**src/bdpt_pkg.sv**
```systemverilog
`timescale 1ns / 1ps
`default_nettype none

package bdpt_pkg;

    localparam int SWITCH_COUNT = 3;
    localparam int COUNT_BITS   = 16;
    localparam int CFG_BITS     = 16;
    localparam int CFG_IDX_BITS = 2;

    typedef logic [SWITCH_COUNT-1:0] sw_vec_t;
    typedef logic [COUNT_BITS-1:0]   count_t;

    // Register map of the configuration port
    typedef enum logic [CFG_IDX_BITS-1:0] {
        CFG_SHORT_PRESS = 2'd0,
        CFG_LONG_PRESS  = 2'd1,
        CFG_RELEASE     = 2'd2
    } cfg_idx_t;

    localparam logic [CFG_BITS-1:0] SHORT_PRESS_RESET = 16'd100;
    localparam logic [CFG_BITS-1:0] LONG_PRESS_RESET  = 16'd3000;
    localparam logic [CFG_BITS-1:0] RELEASE_RESET     = 16'd20;

    // Shared press/release thresholds
    typedef struct packed {
        count_t short_press_ticks;
        count_t long_press_ticks;
        count_t release_ticks;
    } thresh_t;

    // Per-switch toggle flag status: current and post-update values
    typedef struct packed {
        logic short_now;
        logic long_now;
        logic short_next;
        logic long_next;
    } flag_stat_t;

    localparam count_t COUNT_MAX = {COUNT_BITS{1'b1}};

endpackage

`default_nettype wire

```
**src/bdpt_filter.sv**
```systemverilog
`timescale 1ns / 1ps
`default_nettype none

module bdpt_filter (
    input  wire logic             clk,
    input  wire logic             rst_n,
    input  wire logic             advance,
    input  wire bdpt_pkg::sw_vec_t raw,
    output bdpt_pkg::sw_vec_t      level,
    output bdpt_pkg::sw_vec_t      level_next
);
    import bdpt_pkg::*;

    sw_vec_t raw_prev_reg;
    sw_vec_t level_reg;
    sw_vec_t edge_bits;

    // Take the raw level only where it matches the previous read
    always_comb
    begin
        edge_bits  = raw ^ raw_prev_reg;
        level_next = (level_reg & edge_bits) | (raw & ~edge_bits);
    end

    assign level = level_reg;

    always_ff @(posedge clk or negedge rst_n)
    begin
        if (!rst_n)
        begin
            raw_prev_reg <= '0;
            level_reg    <= '0;
        end
        else if (advance)
        begin
            raw_prev_reg <= raw;
            level_reg    <= level_next;
        end
    end

endmodule

`default_nettype wire

```
**src/bdpt_judge.sv**
```systemverilog
`timescale 1ns / 1ps
`default_nettype none

module bdpt_judge (
    input  wire logic              clk,
    input  wire logic              rst_n,
    input  wire logic              advance,
    input  wire logic              pressed,
    input  wire bdpt_pkg::thresh_t  thresh,
    output bdpt_pkg::flag_stat_t    stat
);
    import bdpt_pkg::*;

    count_t on_reg;
    count_t on_next;
    count_t off_reg;
    count_t off_next;
    logic   short_reg;
    logic   long_reg;
    logic   released;
    logic   is_long;
    logic   is_short;

    always_comb
    begin
        if (!pressed)
        begin
            off_next = (off_reg == COUNT_MAX) ? COUNT_MAX : off_reg + count_t'(1);
            released = (off_next >= thresh.release_ticks);
            on_next  = released ? '0 : on_reg;
        end
        else
        begin
            on_next  = (on_reg == COUNT_MAX) ? COUNT_MAX : on_reg + count_t'(1);
            off_next = '0;
            released = (thresh.release_ticks == '0);
        end

        // Judge on the ON count held before this tick; long wins over short
        is_long  = (on_reg >= thresh.long_press_ticks);
        is_short = !is_long && (on_reg >= thresh.short_press_ticks);

        stat.short_now  = short_reg;
        stat.long_now   = long_reg;
        stat.short_next = short_reg ^ (is_short && released);
        stat.long_next  = long_reg ^ (is_long && released);
    end

    always_ff @(posedge clk or negedge rst_n)
    begin
        if (!rst_n)
        begin
            on_reg    <= '0;
            off_reg   <= '0;
            short_reg <= 1'b0;
            long_reg  <= 1'b0;
        end
        else if (advance)
        begin
            on_reg    <= on_next;
            off_reg   <= off_next;
            short_reg <= stat.short_next;
            long_reg  <= stat.long_next;
        end
    end

endmodule

`default_nettype wire

```
**src/button_debounce_press_toggle.sv**
```systemverilog
`timescale 1ns / 1ps
`default_nettype none

// Debounce for a bank of push switches with short- and long-press toggle flags.
// Input channel (s_axis_*): one item per sample tick, raw switch levels in
// tdata[2:0] (bit0 right, bit1 center, bit2 left, 1 = pressed).
// Output channel (m_axis_*): one item per input item, carrying the filtered
// levels and the short- and long-press toggle flags after that tick.
// Configuration: cfg_wr_en / cfg_index / cfg_data write the short-press,
// long-press and release thresholds (in ticks); write only while idle.
// Path: an accepted item passes the input register, then the result register,
// to the output. Throughput: one item per cycle while m_axis_tready stays high;
// the switch state update is a single pass of counter and compare logic.
// Reset: all counters, flags and filter state clear, thresholds return to
// 100 / 3000 / 20 ticks, both channels come up empty.
// Stall: while the receiver holds m_axis_tready low the result holds, one
// more item is taken into the input register, and then s_axis_tready drops
// until the result drains. Nothing is lost or repeated.
module button_debounce_press_toggle (
    input  wire logic        clk,
    input  wire logic        rst_n,
    input  wire logic        s_axis_tvalid,
    output logic             s_axis_tready,
    input  wire logic [7:0]  s_axis_tdata,   // [2:0] raw_switches, [7:3] zero
    output logic             m_axis_tvalid,
    input  wire logic        m_axis_tready,
    output logic [15:0]      m_axis_tdata,   // [2:0] filtered_level,
                                             // [5:3] short_toggles,
                                             // [8:6] long_toggles, [15:9] zero
    input  wire logic        cfg_wr_en,
    input  wire logic [bdpt_pkg::CFG_IDX_BITS-1:0] cfg_index,
    input  wire logic [bdpt_pkg::CFG_BITS-1:0]     cfg_data
);
    import bdpt_pkg::*;

    localparam int OUT_BITS = 3 * SWITCH_COUNT;

    thresh_t       thresh_reg;
    logic          in_valid_reg;
    sw_vec_t       in_raw_reg;
    logic          out_valid_reg;
    logic [OUT_BITS-1:0] out_data_reg;
    logic          fire;
    sw_vec_t       level;
    sw_vec_t       level_next;
    flag_stat_t    stat [SWITCH_COUNT];
    sw_vec_t       short_next;
    sw_vec_t       long_next;
    sw_vec_t       short_now;
    sw_vec_t       long_now;

    // Advance the switch state whenever the input register holds an item and
    // the result register is free or draining this cycle.
    assign fire          = in_valid_reg && (!out_valid_reg || m_axis_tready);
    assign s_axis_tready = !in_valid_reg || fire;

    // Threshold registers; an index beyond the map is dropped
    always_ff @(posedge clk or negedge rst_n)
    begin
        if (!rst_n)
        begin
            thresh_reg.short_press_ticks <= SHORT_PRESS_RESET;
            thresh_reg.long_press_ticks  <= LONG_PRESS_RESET;
            thresh_reg.release_ticks     <= RELEASE_RESET;
        end
        else if (cfg_wr_en)
        begin
            unique case (cfg_index)
                CFG_SHORT_PRESS: thresh_reg.short_press_ticks <= cfg_data;
                CFG_LONG_PRESS:  thresh_reg.long_press_ticks  <= cfg_data;
                CFG_RELEASE:     thresh_reg.release_ticks     <= cfg_data;
                default:         ;
            endcase
        end
    end

    // Input register
    always_ff @(posedge clk or negedge rst_n)
    begin
        if (!rst_n)
        begin
            in_valid_reg <= 1'b0;
        end
        else if (s_axis_tready)
        begin
            in_valid_reg <= s_axis_tvalid;
        end
    end

    always_ff @(posedge clk)
    begin
        if (s_axis_tready && s_axis_tvalid)
        begin
            in_raw_reg <= s_axis_tdata[SWITCH_COUNT-1:0];
        end
    end

    bdpt_filter u_filter (
        .clk        (clk),
        .rst_n      (rst_n),
        .advance    (fire),
        .raw        (in_raw_reg),
        .level      (level),
        .level_next (level_next)
    );

    // One press judge per switch, all sharing the thresholds
    for (genvar i = 0; i < SWITCH_COUNT; i++)
    begin : g_judge
        bdpt_judge u_judge (
            .clk     (clk),
            .rst_n   (rst_n),
            .advance (fire),
            .pressed (level_next[i]),
            .thresh  (thresh_reg),
            .stat    (stat[i])
        );

        assign short_next[i] = stat[i].short_next;
        assign long_next[i]  = stat[i].long_next;
        assign short_now[i]  = stat[i].short_now;
        assign long_now[i]   = stat[i].long_now;
    end

    // Result register: hold while the receiver stalls
    always_ff @(posedge clk or negedge rst_n)
    begin
        if (!rst_n)
        begin
            out_valid_reg <= 1'b0;
        end
        else if (fire)
        begin
            out_valid_reg <= 1'b1;
        end
        else if (m_axis_tready)
        begin
            out_valid_reg <= 1'b0;
        end
    end

    always_ff @(posedge clk)
    begin
        if (fire)
        begin
            out_data_reg <= {long_next, short_next, level_next};
        end
    end

    assign m_axis_tvalid = out_valid_reg;
    assign m_axis_tdata  = {{(16 - OUT_BITS){1'b0}}, out_data_reg};

`ifndef NO_ASSERTIONS
    // A completed item always lands in the result register
    a_fire_result: assert property (@(posedge clk) disable iff (!rst_n)
        fire |=> m_axis_tvalid)
        else $error("result register did not take a completed item");

    // The input register always has room when empty
    a_in_room: assert property (@(posedge clk) disable iff (!rst_n)
        !in_valid_reg |-> s_axis_tready)
        else $error("input refused while input register is empty");

    // Filter state only moves when an item is processed
    a_level_hold: assert property (@(posedge clk) disable iff (!rst_n)
        !fire |=> $stable(level))
        else $error("filtered level changed without an item");

    // One release never toggles both the short and the long flag of a switch
    a_one_toggle: assert property (@(posedge clk) disable iff (!rst_n)
        fire |-> (((short_next ^ short_now) & (long_next ^ long_now)) == '0))
        else $error("short and long flag toggled together");
`endif

endmodule

`default_nettype wire
```
**config.mk**
```make
export PLATFORM = sky130hd
export DESIGN_NAME = button_debounce_press_toggle
export DESIGN_NICKNAME = d
export VERILOG_FILES = /design/src/bdpt_pkg.sv /design/src/bdpt_filter.sv /design/src/bdpt_judge.sv /design/src/button_debounce_press_toggle.sv
export SDC_FILE = /design/constraint.sdc
export NUM_CORES = 1
export LEC_CHECK = 0
export BUFFER_PORTS_ARGS = -buffer_cell sky130_fd_sc_hd__buf_2
export CORE_MARGIN = 2
export CORE_UTILIZATION = 56
export DETAILED_ROUTE_END_ITERATION = 12
export PLACE_DENSITY = 0.73
export SLEW_MARGIN = 20
export SYNTH_ARGS = -nofsm -noshare
export SYNTH_HDL_FRONTEND = slang
export SYNTH_SLANG_ARGS = --single-unit
export TNS_END_PERCENT = 10
```
**constraint.sdc**
```tcl
create_clock -name clk -period 6.7 [get_ports clk]
set_input_delay 0 -clock clk [delete_from_list [all_inputs] [get_ports clk]]
set_output_delay 0 -clock clk [all_outputs]
set_load 0.02 [all_outputs]
```
# [Word-level counts from Yosys, hierarchy flattened]
# Cells that the tools add are included.
[classes] add_sub_neg=6 order_cmp=9 n_eq_ne=8 n_mux=20 n_bitwise=11 n_reduce_logical=30
[op_table] op="$mux 16" n=15
[op_table] op="$ge 16x16->1" n=9
[op_table] op="$add 16x1->16 const B" n=6
[op_table] op="$eq 16x16->1 const B" n=6
[op_table] op="$logic_not 16->1" n=1
[op_table] op="$reduce_and 2->1" n=6
[op_table] op="$logic_and 1x1->1" n=11
[op_table] op="$reduce_bool 2->1" n=4
[op_table] op="$and 3x3->3" n=2
[op_table] op="$xor 1x1->1" n=6
[op_table] op="$logic_not 1->1" n=5
[op_table] op="$mux 1" n=5
[op_table] op="$not 3->3" n=1
[op_table] op="$or 3x3->3" n=1
[op_table] op="$xor 3x3->3" n=1
[op_table] op="$eq 2x1->1 const B" n=1
[op_table] op="$eq 2x2->1 const B" n=1
[op_table] op="$logic_not 2->1" n=1
[op_table] op="$logic_or 1x1->1" n=2
[totals] regBits=170 in_bits=31 out_inout_bits=18 wordCells=105

# [Longest topological paths before layout]
# Gate-level depths: netlist of run 1.
[logic_depth] ltp_word=7 mapped_depth=15 ltp_nobuf=14

# [Cells and area by module]
# Synthesis of run 1 repeated with hierarchy kept, for this count alone.
[unflattened] hier_cells=1423 area_unflattened_um2=12555.8
[by_module_without_submodules] mod="bdpt_judge" n_inst=3 cells_each=423 area_each_um2=3309.4 seq_area_each_um2=850.8
[by_module_without_submodules] mod="button_debounce_press_toggle" n_inst=1 cells_each=130 area_each_um2=2336.0 seq_area_each_um2=1626.6
[by_module_without_submodules] mod="bdpt_filter" n_inst=1 cells_each=24 area_each_um2=291.5 seq_area_each_um2=150.1

# [Worst setup path after synthesis of run 1]
# Ideal clock, no wire load.
[synth_path] path_type="reg-to-reg" startpoint="register g_judge[0].u_judge.off_reg[0]" endpoint="register out_data_reg[6] (data pin)" setup_ps=268 t_arrival_ps=3053 required_time_ps=6432 slack_ps=3379 path_stages_with_launch=16 path_buffers=3 synth_period_minus_slack_ps=3321 cell_sequence="dfrtp_1 -> ha_1 -> nand3_1 -> nor3_4 -> nand3b_1 -> clkbuf_1 -> clkbuf_1 -> nand2_1 -> ha_1 -> a21oi_1 -> o21ai_0 -> a2111o_1 -> a21oi_2 -> buf_4 -> a211oi_1 -> xor2_1"
[synth_rtl] element="start, declared" line_no="bdpt_judge.sv:16" source="count_t off_reg;"
[synth_rtl] element="start signal, assigned" line_no="bdpt_judge.sv:61" source="off_reg <= off_next;"
[synth_rtl] element="end signal, assigned" line_no="button_debounce_press_toggle.sv:146" source="out_data_reg <= {long_next, short_next, level_next};"
[synth_rtl] element="end, declared" line_no="button_debounce_press_toggle.sv:42" source="logic [OUT_BITS-1:0] out_data_reg;"

# [Final worst setup path of run 1]
[layout_path] startpoint="register g_judge[0].u_judge.off_reg[1]" endpoint="register g_judge[0].u_judge.on_reg[3]"
[layout_between] elab_chain_len=5 elab_cells_between_ends=6 classes_between="add/sub (1); order compare (1); eq/ne (1); mux (1); reduce/logical (2)"
[layout_rtl] element="$add 16x1->16 / $eq 16x16->1 (equally long branches)" line_no="bdpt_judge.sv:28" source="off_next = (off_reg == COUNT_MAX) ? COUNT_MAX : off_reg + count_t'(1);"
[layout_rtl] element="$mux 16 (*)" line_no="bdpt_judge.sv:28"
[layout_rtl] element="$ge 16x16->1 (*)" line_no="bdpt_judge.sv:29" source="released = (off_next >= thresh.release_ticks);"
[layout_rtl] element="$reduce_bool 2->1 (no source line) (*)"
[layout_rtl] element="$reduce_and 2->1 (no source line) (*)"
[layout_rtl] element="end signal, assigned" line_no="bdpt_judge.sv:60" source="on_reg <= on_next;"
[layout_rtl] element="end, declared" line_no="bdpt_judge.sv:14" source="count_t on_reg;"
# Mark *: on every way between the ends. The rest lies on a longest branch, timed or not.
# A chain may end at the register's enable or synchronous reset.

==> out/qor.csv, run 1 <==
metric,value,unit
drt_first_pass_iters,7,
grt_use_total,0.2774,
place_hpwl,21.91,mm
power_density,246.8,nW/µm²
hold_class,input pin to flip-flop,
vias,10180,
postLayoutCellArea,13260,µm²
grt_max_degree,87,
leakage,6.359,nW
ioPinCount,49,
cts.sinks,170,
critPathLaunchType,flip-flop,
clock_skew,0.01576,ns
syn_inst,1336,
portBuffers,36,
diodes,0,
cts_tree,done,
fmax,0.2245,GHz
ys.warnings.count,0,
wirelength,30.10,mm
finalCritPeriodShare,0.6648,
place_area,12460,µm²
fin_ws,2.246,ns
min_period,4.454,ns
synth_edf_count,12,
post-place-ws,2.323,ns
clk_latency,0.44,ns
maxCapViolCount,0,
synthDistinctLibCells,72,
rsz0062_at_grt,false,
place_inst,1606,
grt_pass1_wl,49.85,mm
slew_headroom,0.2368,
synth_xor_area_frac,0.03041,
drtIter0Drc,739,
post_cts_buffers,0,
totalNegativeSetupSlack,0,ns
peakVddDrop,0.0001556,V
synthFlopType,dfrtp_1,
async_reset_ff_frac,0.9294,
setup_viol,0,
drive_gt1_frac,0.1068,
path_max_fanout,30,
core-area,21090,µm²
rows,53,
viasPerCell,6.129,
path_cells,"ha_1, nand3_1, nor3_4, nand3b_1, and2_1, ha_1, nand2b_1, a211oi_1, o21ai_0, a21oi_2, nand2b_1, a221o_1",
nets,1554,
die_area,22800,µm²
fillers,1747,
clk_pin_slew,0.07,ns
cts_buffer_depth,2,
critPathCaptureType,flip-flop,
grt_overflow,0,
instances_no_fill,1661,
yosysSeqAreaShare,0.3578,
slew_viol_final,0,
wl_per_cell,18.12,µm
gp_congestion,0.8686,
fin_util,0.6289,
cts-root-buf,clkbuf_16,
synth_area,12100,µm²
cp.required,7.08,ns
drtAntennaViolNets,0,
cts_buffers,17,
grt_pass1_vias,9748,
syn_avg_cell_area,9.055,µm²
yosys.area_share.adder,0.1551,
hold_viol,0,
die_width,151.0,µm
total_power,3.273,mW
ys_ff_latch,170,
status,"complete, no violations",
antenna_found_initial,0,
cpMaxStageDelayCell,nand3b_1,
htreeDepth,4,
ff2ff_setup_slack,2.25,ns
worst_slew_pin_slew,1.137,ns
start_util,0.5737,
drc_errors,0,
synth_top_family_by_area,compound AO/OA/AOI/OAI gates,
synth_compound_area_frac,0.2046,
crit_type,flip-flop to flip-flop,
fp.dieH,151.0,µm
max_stage_delay,0.78,ns
hold_ws,0.1093,ns
crit_arrival,4.83,ns
synthSimpleGateAreaFrac,0.1763,
synthMuxAreaShare,0.03165,
syn_to_final_growth,9.619,%
[cells by family (layout without fill, tap and decap cells)]
logic type,after synthesis,count (layout)
DFF,170,170
adders and majority gates,150,150
other,1,7
AOI/OAI and AO/OA,384,384
buffers and inverters,127,171
xor gates and xnor gates,42,42
and+or+nand+nor,428,428
muxes,34,34
[worst max-delay path, delay by kind of cell (launching register included)]
family | cells | cell delay, ns
AND/OR/NAND/NOR | 6 | 2.29
adder cells (fa/ha/maj) | 2 | 0.55
flip-flops | 1 | 0.43
AO/OA/AOI/OAI | 4 | 1.12
[cells in the final DEF, fill, tap and decap left out, types with 20 or more instances in the layout]
cell	synthesis	routed
a21oi_1	114	114
a22o_1	23	23
a31oi_1	26	26
and3_1	27	27
buf_2	11	35
dfrtp_1	146	146
dlygate4sd3_1	0	23
ha_1	150	150
inv_1	70	70
mux2_2	34	34
nand2_1	161	160
nand3_1	67	67
nand4_1	27	27
nor2_1	48	47
o21ai_0	93	93
o22a_1	20	20
xnor2_1	33	33
[routing by layer]
metal | GRT usage | up-vias | routed length (µm)
li1 | - | 4983 | -
met1 | 0.3736 | 4871 | 13610
met2 | 0.4707 | 282 | 14510
met3 | 0.04066 | 44 | 1453
met4 | 0.07196 | 0 | 524
met5 | 0 | - | 0
[power by group]
group | internal (mW) | switching (mW)
Combinational | 0.391 | 0.560
Clock | 0.522 | 0.465
Sequential | 1.18 | 0.153
Total | 2.09 | 1.18
[cell type report]
| cell class | instances | area (µm²) | share of cell area |
|---|---|---|---|
| flip-flops and latches | 170 | 4329 | 0.3264 |
| clock buffers | 18 | 429.2 | 0.03236 |
| well taps | 275 | 344.1 | 0.02595 |
| clock inverters | 14 | 140.1 | 0.01057 |
| multi-input cells | 1045 | 7272 | 0.5484 |
| inverters | 72 | 270.3 | 0.02038 |
| repair buffers | 67 | 476.7 | 0.03595 |
[worst paths after layout]
check / start / endpoint / depth (start not counted)
worst max register to register: g_judge[0].u_judge.off_reg[1]$_DFFE_PN0P_ / g_judge[0].u_judge.on_reg[3]$_DFFE_PN0P_ / 12
min in group asynchronous: rst_n / g_judge[0].u_judge.off_reg[13]$_DFFE_PN0P_ / 2
max in group asynchronous: rst_n / thresh_reg[26]$_DFFE_PN0P_ / 3
worst min register to register: g_judge[0].u_judge.long_reg$_DFFE_PN0P_ / g_judge[0].u_judge.long_reg$_DFFE_PN0P_ / 1
worst min-delay path: cfg_index[0] / thresh_reg[37]$_DFFE_PN1P_ / 5
worst max-delay path: g_judge[0].u_judge.off_reg[1]$_DFFE_PN0P_ / g_judge[0].u_judge.on_reg[3]$_DFFE_PN0P_ / 12
[what timing repair did]
item                      in CTS  in global routing
hold buffers                  23                  0
gates resized for setup        0                  0
hold endpoints to repair     141                  0
[synth_stat cells (8+ instances only)]
master,n,area (µm²)
xnor2_1,33,289.0
nor2_1,48,180.2
o21ai_0,93,465.5
a22o_1,23,201.4
nand2b_1,17,106.4
dfstp_2,12,315.3
a211oi_1,12,90.09
a31oi_1,26,162.7
nor2b_1,12,75.07
mux2_2,34,382.9
a221o_1,12,120.1
o22a_1,20,175.2
o31ai_1,15,112.6
nand3b_1,8,60.06
nor4_1,9,56.30
clkbuf_1,31,116.4
dfrtp_1,146,3654
inv_1,70,262.8
a21oi_1,114,570.6
and3_1,27,168.9
a21o_1,15,112.6
buf_4,8,60.06
nand4_1,27,168.9
ha_1,150,1877
nand3_1,67,335.3
nand2_1,161,604.3
edfxtp_1,12,360.4
buf_2,11,55.05
xor2_1,9,78.83
nor3_1,18,90.09
Power figures use the tool's default switching activity.
==> run 2, diff against run 1 <==
==> constraint.sdc (replaced) <==
create_clock -name clk -period 4.5 [get_ports clk]
set_input_delay 0 -clock clk [delete_from_list [all_inputs] [get_ports clk]]
set_output_delay 0 -clock clk [all_outputs]
set_load 0.02 [all_outputs]
==> run 2 against run 1 <==
Core utilization up 0.38 points. Clock skew is 0.0067 ns lower. Critical path depth grew 1. Final area grew 0.60%. Worst hold slack got worse by 0.022 ns. Largest power group unchanged.
==> out/qor.csv, run 2 (same netlist as run 1, synthesis figures left out) <==
metric,value,unit
status,"complete, no violations",
finalCritPeriodShare,0.8224,
maxCapViolCount,0,
path_max_fanout,14,
crit_arrival,4.08,ns
power_frac_clock,0.303,
rows,53,
cts_tree,done,
vias,10350,
start_util,0.5737,
min_period,3.701,ns
max_stage_delay,0.43,ns
grt_use_total,0.2875,
rsz0062_at_grt,false,
slew_viol_final,0,
setup_viol,0,
grt-busiest-layer,met2,
slew_headroom,0.3392,
post_cts_resized,0,
total_power,4.949,mW
clock_skew,0.009086,ns
clk_latency,0.44,ns
cp.required,4.88,ns
final_cell_mix,"160 x nand2_1, 150 x ha_1, 146 x dfrtp_1",
path_cells,"ha_1, nand3_1, nor3_4, nand3b_1, nand2_1, ha_1, a21oi_1, o21ai_0, a2111o_1, a21oi_2, buf_4, nand2b_1, a221o_1",
cts.sinks,170,
place_area,12520,µm²
peakVddDrop,0.0002369,V
gp_congestion,0.8607,
critPathLaunchType,flip-flop,
post_cts_buffers,0,
diodes,0,
fillers,1784,
drtIter0Drc,767,
die_width,151.0,µm
viasPerCell,6.200,
p_switching,1.822,mW
groute.layer.met2.usage,0.4607,
critPathCaptureType,flip-flop,
grt_overflow,0,
post-place-ws,0.8071,ns
p_int,3.127,mW
drtAntennaViolNets,0,
grt_max_degree,72,
place_inst,1614,
seqPwrFrac,0.401,
cts_buffers,17,
postLayoutCellArea,13340,µm²
core-area,21090,µm²
grt_pass1_vias,9759,
crit_top_cell,ha_1,
drive_gt1_frac,0.1119,
power_frac_comb,0.296,
cts-root-buf,clkbuf_16,
ioPinCount,49,
power_density,371.0,nW/µm²
cts_hold_buf,23,
fp.dieH,151.0,µm
syn_to_final_growth,10.28,%
cts_buffer_depth,2,
sw_frac_of_total,0.3682,
grt_pass1_wl,50.91,mm
critPathBufInv,1,
antenna_found_initial,0,
place_hpwl,22.28,mm
reg2reg_from,g_judge[0].u_judge.off_reg[0]$_DFFE_PN0P_,
crit_type,flip-flop to flip-flop,
critPathLaunch,g_judge[0].u_judge.off_reg[0]$_DFFE_PN0P_,
wirelength,31.26,mm
fin_util,0.6327,
wl_per_cell,18.73,µm
totalNegativeSetupSlack,0,ns
hold_class,input pin to flip-flop,
fmax,0.2702,GHz
nets,1562,
portBuffers,36,
hold_ws,0.08765,ns
fin_ws,0.7991,ns
min_from,cfg_index[1],
htreeDepth,4,
grtUsageMet3,0.05271,
worst_slew_pin_slew,0.9881,ns
crit_family,simple AND/OR/NAND/NOR gates,
hold_viol,0,
die_area,22800,µm²
drc_errors,0,
met1_usage,0.3955,
layout_commonest_cell,nand2_1,
drt_first_pass_iters,5,
leakage,6.408,nW
instances_no_fill,1669,
clk_pin_slew,0.08,ns
cpMaxStageDelayCell,a2111o_1,
run 2: worst paths after layout:
check,slack [ns],depth (start not counted),to
max in group asynchronous,3.27,3,g_judge[1].u_judge.on_reg[12]$_DFFE_PN0P_
min in group asynchronous,0.15,2,g_judge[0].u_judge.off_reg[10]$_DFFE_PN0P_
min,0.09,5,thresh_reg[38]$_DFFE_PN1P_
max,0.80,13,g_judge[0].u_judge.on_reg[6]$_DFFE_PN0P_
max reg2reg,0.80,13,g_judge[0].u_judge.on_reg[6]$_DFFE_PN0P_
min reg2reg,0.48,1,u_filter.level[2]$_DFFE_PN0P_
run 2: tightest hold or removal path: stages:
cell,delay [ns]
buf_2,0.10
nor3b_2,0.04
buf_4,0.22
nand2_1,0.09
o21ai_0,0.07
run 2: layer usage:
layer / up-vias / routed length (µm)
met2: 278 / 14730
met3: 56 / 1850
met5: - / 0
met1: 5003 / 13810
met4: 0 / 869
li1: 5011 / -
run 2: power groups by stage:
stage / logic (mW) / registers, mW / clock network (mW)
final: 1.46 / 1.99 / 1.50
after global routing: 1.67 / 2.02 / 1.58
after CTS: 1.46 / 1.98 / 1.52
after detailed placement: 1.42 / 2.01 / 0
after global placement: 1.36 / 2.00 / 0
after floorplan: 1.03 / 1.95 / 0
run 2: final cells by class:
| class | count | area (µm²) | area share |
|---|---|---|---|
| inverters | 72 | 270.3 | 0.02026 |
| clock inverters | 14 | 141.4 | 0.01060 |
| clock buffers | 18 | 450.4 | 0.03376 |
| flip-flops and latches | 170 | 4329 | 0.3245 |
| multi-input cells | 1045 | 7269 | 0.5449 |
| well taps | 275 | 344.1 | 0.02579 |
| repair buffers | 75 | 536.8 | 0.04023 |
==> run 3, diff against run 2 <==
==> constraint.sdc (replaced) <==
create_clock -name clk -period 3.55 [get_ports clk]
set_input_delay 0 -clock clk [delete_from_list [all_inputs] [get_ports clk]]
set_output_delay 0 -clock clk [all_outputs]
set_load 0.02 [all_outputs]
==> run 3 against run 2 <==
Power up 28%. Critical endpoint is now g_judge[1].u_judge.on_reg[7]$_DFFE_PN0P_. Wire length grew 0.96%. Critical path depth is 1 higher. Die area is the same. Core utilization increased by 1.1 points.
==> out/qor.csv, run 3 (same netlist as run 1, synthesis figures left out) <==
metric,value,unit
grt_pass1_vias,9865,
die_area,22800,µm²
grt_max_degree,86,
crit_type,flip-flop to flip-flop,
status,"complete, no violations",
slew_headroom,0.3371,
cts_buffer_depth,2,
crit_arrival,3.67,ns
cp.required,3.87,ns
grt_pass1_wl,50.98,mm
layout_commonest_cell,nand2_1,
die_width,151.0,µm
syn_to_final_growth,12.18,%
hold_ws,0.09250,ns
critPathCaptureType,flip-flop,
clk_pin_slew,0.07,ns
antenna_found_initial,0,
reg2reg_from,g_judge[1].u_judge.off_reg[0]$_DFFE_PN0P_,
critPathLaunch,g_judge[1].u_judge.off_reg[0]$_DFFE_PN0P_,
maxCapViolCount,0,
drtAntennaViolNets,0,
holdPathStages,5,
final_cell_mix,"160 x nand2_1, 147 x ha_1, 143 x dfrtp_1",
rr_endpoint,g_judge[1].u_judge.on_reg[7]$_DFFE_PN0P_,
drt_first_pass_iters,6,
vias,10390,
clk_latency,0.44,ns
fmax,0.2990,GHz
total_power,6.353,mW
post-place-ws,0.1069,ns
place_area,12610,µm²
hold_class,input pin to flip-flop,
core-area,21090,µm²
grt_overflow,0,
critPathCapture,g_judge[1].u_judge.on_reg[7]$_DFFE_PN0P_,
min_from,cfg_index[0],
power_density,468.1,nW/µm²
wirelength,31.56,mm
instances_no_fill,1688,
cts-root-buf,clkbuf_16,
rsz0062_at_grt,true,
cts_tree,done,
place_inst,1625,
gp_congestion,0.8856,
drive_gt1_frac,0.1345,
rows,53,
ff2ff_setup_slack,0.21,ns
worst_slew_pin_slew,0.9914,ns
fillers,1778,
grt_use_total,0.2863,
critPathLaunchType,flip-flop,
cts_buffers,17,
fp.dieH,151.0,µm
clock_skew,0.01490,ns
finalCritPeriodShare,0.9420,
wl_per_cell,18.70,µm
cts.sinks,170,
nets,1581,
rr_worst_depth,14,
peakVddDrop,0.0003593,V
slew_viol_final,0,
min_period,3.344,ns
start_util,0.5737,
ioPinCount,49,
diodes,0,
leakage,6.513,nW
htreeDepth,4,
portBuffers,36,
setup_viol,0,
viasPerCell,6.156,
hold_viol,0,
place_hpwl,22.29,mm
drtIter0Drc,844,
drc_errors,0,
path_max_fanout,8,
postLayoutCellArea,13570,µm²
fin_ws,0.2058,ns
run 3: repair_timing:
item	in CTS	in global routing
hold buffers	23	0
hold endpoints to repair	140	0
setup endpoints to repair	0	54
buffers inserted	0	7
resized for setup	0	20
run 3: where the power goes:
group / internal (mW) / switching [mW]
Clock: 1.08 / 0.868
Combinational: 0.781 / 1.09
Sequential: 2.23 / 0.307
run 3: cell type report:
| cell class | instances | area [µm²] | area share |
|---|---|---|---|
| clock buffer | 19 | 442.9 | 0.03264 |
| clock inverter | 13 | 152.6 | 0.01125 |
| inverter | 72 | 270.3 | 0.01991 |
| multi-input combinational | 1045 | 7330 | 0.5401 |
| sequential | 170 | 4333 | 0.3193 |
| tap | 275 | 344.1 | 0.02535 |
| timing repair buffer | 94 | 699.4 | 0.05153 |
run 3: critical path, stage by stage (launching register included):
cell and delay [ns]:
dfrtp_2 0.44, and4_2 0.27, and2b_2 0.25, and2b_1 0.22, and3_1 0.23, xnor2_1 0.14, nand2_1 0.08, ha_1 0.31
nand2_1 0.10, nor3_2 0.19, a211oi_2 0.12, a31oi_2 0.27, buf_4 0.21, a21bo_2 0.23, a22o_1 0.17
run 3: worst min-delay path by stage:
stage	to
after floorplan	g_judge[0].u_judge.long_reg$_DFFE_PN0P_
after global placement	g_judge[0].u_judge.off_reg[10]$_DFFE_PN0P_
after detailed placement	g_judge[0].u_judge.off_reg[10]$_DFFE_PN0P_
after CTS	thresh_reg[34]$_DFFE_PN1P_
after global routing	thresh_reg[34]$_DFFE_PN1P_
final	thresh_reg[34]$_DFFE_PN1P_
run 3: stage by stage:
step                      setup TNS (ns)    util
final                                  0  0.6436
after global routing          -0.0003286  0.6436
after CTS                              0  0.6374
after detailed placement               0  0.5982
after global placement                 0  0.5982
after floorplan                        0       -
run 3: layer usage:
metal / vias up / GRT usage / part of all wire
li1: 5043 / - / -
met1: 5016 / 0.3917 / 0.46
met2: 278 / 0.4730 / 0.47
met3: 55 / 0.03825 / 0.045
met4: 0 / 0.09252 / 0.029
met5: - / 0 / 0
